===== config.mk =====
export PLATFORM = sky130hd
export DESIGN_NAME = sorted_key_table
export DESIGN_NICKNAME = d
export VERILOG_FILES = /design/src/skt_pkg.sv /design/src/sorted_key_table.sv
export SDC_FILE = /design/constraint.sdc
export NUM_CORES = 2
export LEC_CHECK = 0
export ABC_AREA = 1
export BUFFER_PORTS_ARGS = -buffer_cell sky130_fd_sc_hd__buf_2
export CELL_PAD_IN_SITES_DETAIL_PLACEMENT = 1
export CELL_PAD_IN_SITES_GLOBAL_PLACEMENT = 1
export CORE_MARGIN = 3
export CORE_UTILIZATION = 44
export CTS_CLUSTER_DIAMETER = 40
export DETAILED_ROUTE_END_ITERATION = 8
export PLACE_DENSITY = 0.8
export SLEW_MARGIN = 20
export SYNTH_ARGS = -nofsm -noshare
export SYNTH_HDL_FRONTEND = slang
export SYNTH_SLANG_ARGS = --single-unit

===== constraint.sdc =====
create_clock -name clk -period 4.8 [get_ports clk]
set_clock_uncertainty 0.1 [all_clocks]
set_input_delay 0.72 -clock clk [delete_from_list [all_inputs] [get_ports clk]]
set_output_delay 0.72 -clock clk [all_outputs]
set_load 0.1 [all_outputs]

===== src/skt_pkg.sv =====
package skt_pkg;

    localparam int CAPACITY_DEFAULT = 64;
    localparam int KEY_W            = 16;
    localparam int VAL_W            = 16;
    localparam int COUNT_W          = 7;

    typedef enum logic [1:0] {
        KIND_INSERT = 2'd0,
        KIND_FIND   = 2'd1,
        KIND_DELETE = 2'd2,
        KIND_COUNT  = 2'd3
    } kind_t;

    typedef enum logic [1:0] {
        STAT_DONE    = 2'd0,
        STAT_DUP     = 2'd1,
        STAT_MISSING = 2'd2,
        STAT_FULL    = 2'd3
    } status_t;

    typedef enum logic [2:0] {
        S_IDLE,
        S_SRCH_RD,
        S_SRCH_CMP,
        S_DECIDE,
        S_SHIFT_RD,
        S_SHIFT_WR,
        S_PUT,
        S_RESULT
    } state_t;

endpackage


===== src/sorted_key_table.sv =====
// Ordered key/value table of CAPACITY records in a single-port memory. One
// operation (insert, find, delete, count) per beat; in_stall stays high
// until the result is loaded into the output register, which then waits on
// out_stall while the next beat may already be taken. With n records held
// and p the ordered position of the key: count skips the memory; find,
// insert and delete scan linearly from entry 0 up to p; insert then shifts
// entries p..n-1 up by one and delete shifts the entries above p down by one.
// Run time is set by the linear scan and the entry shift, each reading and
// then comparing or writing one entry at a time on the one memory port.
module sorted_key_table #(
    parameter int CAPACITY = skt_pkg::CAPACITY_DEFAULT
) (
    input  logic                         clk,
    input  logic                         rst_n,
    input  logic                         in_valid,
    output logic                         in_stall,
    input  logic [1:0]                   kind,
    input  logic [skt_pkg::KEY_W-1:0]    key,
    input  logic [skt_pkg::VAL_W-1:0]    record_value,
    output logic                         out_valid,
    input  logic                         out_stall,
    output logic [1:0]                   status,
    output logic [skt_pkg::VAL_W-1:0]    found_value,
    output logic [skt_pkg::COUNT_W-1:0]  entry_count
);
    import skt_pkg::*;

    localparam int AW = (CAPACITY > 1) ? $clog2(CAPACITY) : 1;
    localparam int CW = $clog2(CAPACITY + 1);
    localparam int DW = KEY_W + VAL_W;

    state_t               state_reg, state_next;
    kind_t                kind_reg, kind_next;
    logic [KEY_W-1:0]     key_reg, key_next;
    logic [VAL_W-1:0]     val_reg, val_next;
    logic [CW-1:0]        idx_reg, idx_next;
    logic [CW-1:0]        pos_reg, pos_next;
    logic                 held_reg, held_next;
    logic [VAL_W-1:0]     found_reg, found_next;
    status_t              stat_reg, stat_next;
    logic [CW-1:0]        used_reg, used_next;

    logic                 out_valid_reg, out_valid_next;
    status_t              out_stat_reg, out_stat_next;
    logic [VAL_W-1:0]     out_found_reg, out_found_next;
    logic [CW-1:0]        out_count_reg, out_count_next;

    logic [DW-1:0]        entries_reg [CAPACITY];
    logic [DW-1:0]        rd_data_reg;
    logic [AW-1:0]        mem_addr;
    logic                 mem_we;
    logic [DW-1:0]        mem_wdata;

    logic [KEY_W-1:0]     rd_key;
    logic [VAL_W-1:0]     rd_val;
    logic [CW-1:0]        idx_inc;
    logic [CW-1:0]        idx_dec;
    logic [CW+COUNT_W-1:0] count_ext;

    assign rd_key  = rd_data_reg[DW-1:VAL_W];
    assign rd_val  = rd_data_reg[VAL_W-1:0];
    assign idx_inc = idx_reg + CW'(1);
    assign idx_dec = idx_reg - CW'(1);

    // single-port memory, read data registered
    always_ff @(posedge clk)
    begin
        if (mem_we)
        begin
            entries_reg[mem_addr] <= mem_wdata;
        end
        rd_data_reg <= entries_reg[mem_addr];
    end

    always_ff @(posedge clk or negedge rst_n)
    begin
        if (!rst_n)
        begin
            state_reg     <= S_IDLE;
            used_reg      <= '0;
            out_valid_reg <= 1'b0;
        end
        else
        begin
            state_reg     <= state_next;
            used_reg      <= used_next;
            out_valid_reg <= out_valid_next;
        end
    end

    always_ff @(posedge clk)
    begin
        kind_reg      <= kind_next;
        key_reg       <= key_next;
        val_reg       <= val_next;
        idx_reg       <= idx_next;
        pos_reg       <= pos_next;
        held_reg      <= held_next;
        found_reg     <= found_next;
        stat_reg      <= stat_next;
        out_stat_reg  <= out_stat_next;
        out_found_reg <= out_found_next;
        out_count_reg <= out_count_next;
    end

    always_comb
    begin
        state_next     = state_reg;
        kind_next      = kind_reg;
        key_next       = key_reg;
        val_next       = val_reg;
        idx_next       = idx_reg;
        pos_next       = pos_reg;
        held_next      = held_reg;
        found_next     = found_reg;
        stat_next      = stat_reg;
        used_next      = used_reg;
        out_stat_next  = out_stat_reg;
        out_found_next = out_found_reg;
        out_count_next = out_count_reg;
        out_valid_next = out_valid_reg && out_stall;
        mem_addr       = '0;
        mem_we         = 1'b0;
        mem_wdata      = rd_data_reg;

        unique case (state_reg)
            S_IDLE:
            begin
                if (in_valid)
                begin
                    kind_next  = kind_t'(kind);
                    key_next   = key;
                    val_next   = record_value;
                    idx_next   = '0;
                    found_next = '0;
                    stat_next  = STAT_DONE;
                    if (kind_t'(kind) == KIND_COUNT)
                    begin
                        state_next = S_RESULT;
                    end
                    else
                    begin
                        state_next = S_SRCH_RD;
                    end
                end
            end

            S_SRCH_RD:
            begin
                mem_addr = idx_reg[AW-1:0];
                if (idx_reg >= used_reg)
                begin
                    pos_next   = idx_reg;
                    held_next  = 1'b0;
                    state_next = S_DECIDE;
                end
                else
                begin
                    state_next = S_SRCH_CMP;
                end
            end

            S_SRCH_CMP:
            begin
                if (rd_key < key_reg)
                begin
                    idx_next   = idx_inc;
                    state_next = S_SRCH_RD;
                end
                else
                begin
                    pos_next   = idx_reg;
                    held_next  = (rd_key == key_reg);
                    found_next = rd_val;
                    state_next = S_DECIDE;
                end
            end

            S_DECIDE:
            begin
                found_next = '0;
                unique case (kind_reg)
                    KIND_INSERT:
                    begin
                        if (held_reg)
                        begin
                            stat_next  = STAT_DUP;
                            state_next = S_RESULT;
                        end
                        else if (used_reg == CW'(CAPACITY))
                        begin
                            stat_next  = STAT_FULL;
                            state_next = S_RESULT;
                        end
                        else
                        begin
                            idx_next   = used_reg;
                            state_next = S_SHIFT_RD;
                        end
                    end
                    KIND_FIND:
                    begin
                        if (held_reg)
                        begin
                            found_next = found_reg;
                        end
                        else
                        begin
                            stat_next = STAT_MISSING;
                        end
                        state_next = S_RESULT;
                    end
                    KIND_DELETE:
                    begin
                        if (held_reg)
                        begin
                            idx_next   = pos_reg;
                            state_next = S_SHIFT_RD;
                        end
                        else
                        begin
                            stat_next  = STAT_MISSING;
                            state_next = S_RESULT;
                        end
                    end
                    KIND_COUNT:
                    begin
                        state_next = S_RESULT;
                    end
                    default:
                    begin
                        state_next = S_RESULT;
                    end
                endcase
            end

            S_SHIFT_RD:
            begin
                if (kind_reg == KIND_INSERT)
                begin
                    mem_addr = idx_dec[AW-1:0];
                    if (idx_reg > pos_reg)
                    begin
                        state_next = S_SHIFT_WR;
                    end
                    else
                    begin
                        state_next = S_PUT;
                    end
                end
                else
                begin
                    mem_addr = idx_inc[AW-1:0];
                    if (idx_inc < used_reg)
                    begin
                        state_next = S_SHIFT_WR;
                    end
                    else
                    begin
                        used_next  = used_reg - CW'(1);
                        state_next = S_RESULT;
                    end
                end
            end

            S_SHIFT_WR:
            begin
                mem_addr  = idx_reg[AW-1:0];
                mem_we    = 1'b1;
                mem_wdata = rd_data_reg;
                if (kind_reg == KIND_INSERT)
                begin
                    idx_next = idx_dec;
                end
                else
                begin
                    idx_next = idx_inc;
                end
                state_next = S_SHIFT_RD;
            end

            S_PUT:
            begin
                mem_addr   = pos_reg[AW-1:0];
                mem_we     = 1'b1;
                mem_wdata  = {key_reg, val_reg};
                used_next  = used_reg + CW'(1);
                state_next = S_RESULT;
            end

            S_RESULT:
            begin
                // load only when the output slot frees up this cycle
                if (!out_valid_reg || !out_stall)
                begin
                    out_valid_next = 1'b1;
                    out_stat_next  = stat_reg;
                    out_found_next = found_reg;
                    out_count_next = used_reg;
                    state_next     = S_IDLE;
                end
            end

            default:
            begin
                state_next = S_IDLE;
            end
        endcase
    end

    assign count_ext   = {{COUNT_W{1'b0}}, out_count_reg};
    assign in_stall    = (state_reg != S_IDLE);
    assign out_valid   = out_valid_reg;
    assign status      = out_stat_reg;
    assign found_value = out_found_reg;
    assign entry_count = count_ext[COUNT_W-1:0];

endmodule

==> qor.yml <==
clkTransAtPathRegs_ns: 0.06
drt_iter0_drc: 8201
regArea_um2: 65200
clockPowerShare: 0.275
setup_tns_ns: 0
rr_endpoint: "entries_reg[35][28]"
clockRootBuffer: "clkbuf_16"
fmax_mhz: 234
setup-violations-final: 0
grt_max_degree: 145
cts_sinks: 2183
syn_area_per_cell_um2: 10.6
startpoint_type: "flip-flop"
drc: 0
antenna_found_initial: 20
place_ws_ns: 0.747
endpoint_kind: "flip-flop"
status: "finished clean"
drv_cap: 0
cp_num_buf_inv: 4
dp_hpwl_um: 176000
ir_drop_uv: 664
multi_input_area_um2: 23800
gp_congestion: 0.870
maxSlewHeadroom: 0.204
totalWireLength_um: 315000
synth-seq-cells: 2183
ys_warn_count: 0
cts_max_level: 5
critPathSlowestCell: "nor2_4"
viasPerCell: 5.70
fin_ws_ns: 0.530
vias: 67600
start_util: 0.445
slowest_delay_ns: 0.69
cts_setup_buffers: 0
nets: 8945
crit_type: "reg -> reg"
ant_nets: 0
period_needed_ns: 4.27
fp-row-count: 166
required_ns: 5.31
pwr-share-seq: 0.310
grt_usage: 0.288
regToRegSetupSlack_ns: 0.53
mostFrequentLayoutCell: "nand2_1"
worst_hold_path_type: "in -> async"
coreArea_um2: 206000
cts_buffers: 307
startpoint: "idx_reg[0]"
syn_inst: 8686
p_switching_mw: 37.1
crit-reg2reg-launch: "idx_reg[0]"
power.total_mw: 84.6
yosysUniqueCellTypes: 43
finalHoldViolCount: 0
leakagePower_nw: 42.6
sw_frac_of_total: 0.439
areaGrowthSynthToFinish_pct: 17.2
final_cell_mix: "nand2_1, edfxtp_1, inv_1"
cp.arrival_ns: 4.78
slew_violations: 0
grt_pass1_vias: 72800
critical_path.top_delay_family: "simple AND/OR/NAND/NOR gates"
path_max_fanout: 18
io_pins: 65
die_area_um2: 214000
comb_power_share: 0.416
rr_worst_depth: 15
wl_per_cell_um: 26.5
rsz0062_at_grt: "false"
chipHeight_um: 463
grt_overflow_total: 0
cpMostUsedCell: "nand2_1"
syn-num-nets: 8773
cts_buffer_depth: 4
worst_pin_slew_ns: 1.18
p_int_mw: 47.5
tritoncts: "yes"
syn_area_um2: 91700
io_buffers: 64
n_fill_cell: 21800
grt_pass1_wl_um: 466000
dieWidth_um: 463
min_period_over_period: 0.890
clk_latency_ns: 0.95
crit_chain: "inv_1 > ha_1 > nand2_1 > o21ai_1 > nand2_1 > nand2_1 > nand2_1 > nand2_1 > nand2_1 > inv_1 > nand2_1 > nor2_2 > inv_2 > nor2_4 > buf_4"
ys_seq_area_frac: 0.711
drtPass1Iterations: 6
layout-drive-gt1-share: 0.0985
p_per_area_nw_per_um2: 787
largest_reg_flops: 2048
cts_resized: 0
per-stage QoR:
| stage | std cells | area, um^2 | util | hold WS (ns) |
|---|---|---|---|---|
| 6_report | 11900 | 107000 | 0.522 | 0.118 |
| 3_3_place_gp | 11300 | 96600 | 0.469 | 0.303 |
| 2_1_floorplan | 8686 | 91700 | - | 0.300 |
| 5_1_grt | 11900 | 107000 | 0.522 | 0.107 |
| 3_5_place_dp | 11300 | 96700 | 0.469 | 0.309 |
| 4_1_cts | 11900 | 107000 | 0.521 | 0.0587 |
routing by layer:
| metal | vias up | part of all wire | global-route usage |
|---|---|---|---|
| met5 | - | 0.00012 | 0 |
| met3 | 881 | 0.097 | 0.0605 |
| met1 | 34000 | 0.37 | 0.364 |
| li1 | 29100 | - | - |
| met2 | 3632 | 0.48 | 0.477 |
| met4 | 6 | 0.047 | 0.135 |
cells in the mapped netlist, drive strengths merged:
cell     instances  area (um^2)
a211oi           2         15.0
nand2         4479        16800
nand4           31          206
o21ai          650         3260
o2111ai          1         8.76
o211ai           5         37.5
edfxtp        2140        64300
nor3             4         30.0
nand3           47          240
nor2           252          973
nor4             4         25.0
o22ai            4         31.3
inv            414         1560
o31ai            1         7.51
or2              1         6.26
clkinv           2         7.51
o221ai           2         17.5
ha              48          601
dfxtp           32          641
a311oi           1         8.76
buf            313         1580
xnor2            1         8.76
a31oi            2         12.5
fa               1         20.0
nor4b            1         8.76
a21oi          106          531
clkbuf         125          470
xor2             6         52.6
dfrtp           11          275
cell type report:
class	instances	share of cell area
repair buffers	301	0.0283
flip-flops and latches	2183	0.606
clock buffers	349	0.0756
inverters	416	0.0148
clock inverters	192	0.0208
multi-input cells	5649	0.222
well taps	2772	0.0323
diodes	8	0.000186
power groups by stage:
stage,logic [mW],registers (mW),clock network [mW]
2_1_floorplan,19.9,26.9,0
3_3_place_gp,31.5,26.4,0
3_5_place_dp,33.3,26.5,0
4_1_cts,34.4,26.1,23.4
5_1_grt,37.9,26.2,24.2
6_report,35.2,26.2,23.2
how the worst max path moves through the flow:
stage                                endpoint  slack, ns  cells past startpoint
after floorplan            entries_reg[0][10]       0.20                      7
after global placement    entries_reg[16][25]       0.77                      6
after detailed placement      rd_data_reg[17]       0.75                     14
after CTS                 entries_reg[35][17]       0.65                     15
after global routing      entries_reg[35][17]       0.42                     15
final                     entries_reg[35][28]       0.53                     15
cell families after synthesis:
group | share of synthesized area
compound gates | 0.0429
xor+xnor | 0.000668
fa+ha+maj | 0.00677
buf+inv | 0.0394
flops | 0.711
simple gates | 0.200
timing repair:
action	4_1_cts	5_1_grt
hold endpoints to repair	46	0
hold buffers	36	0
endpoints found under the setup margin	0	0
No activity file was read; power rests on OpenSTA's default activity.
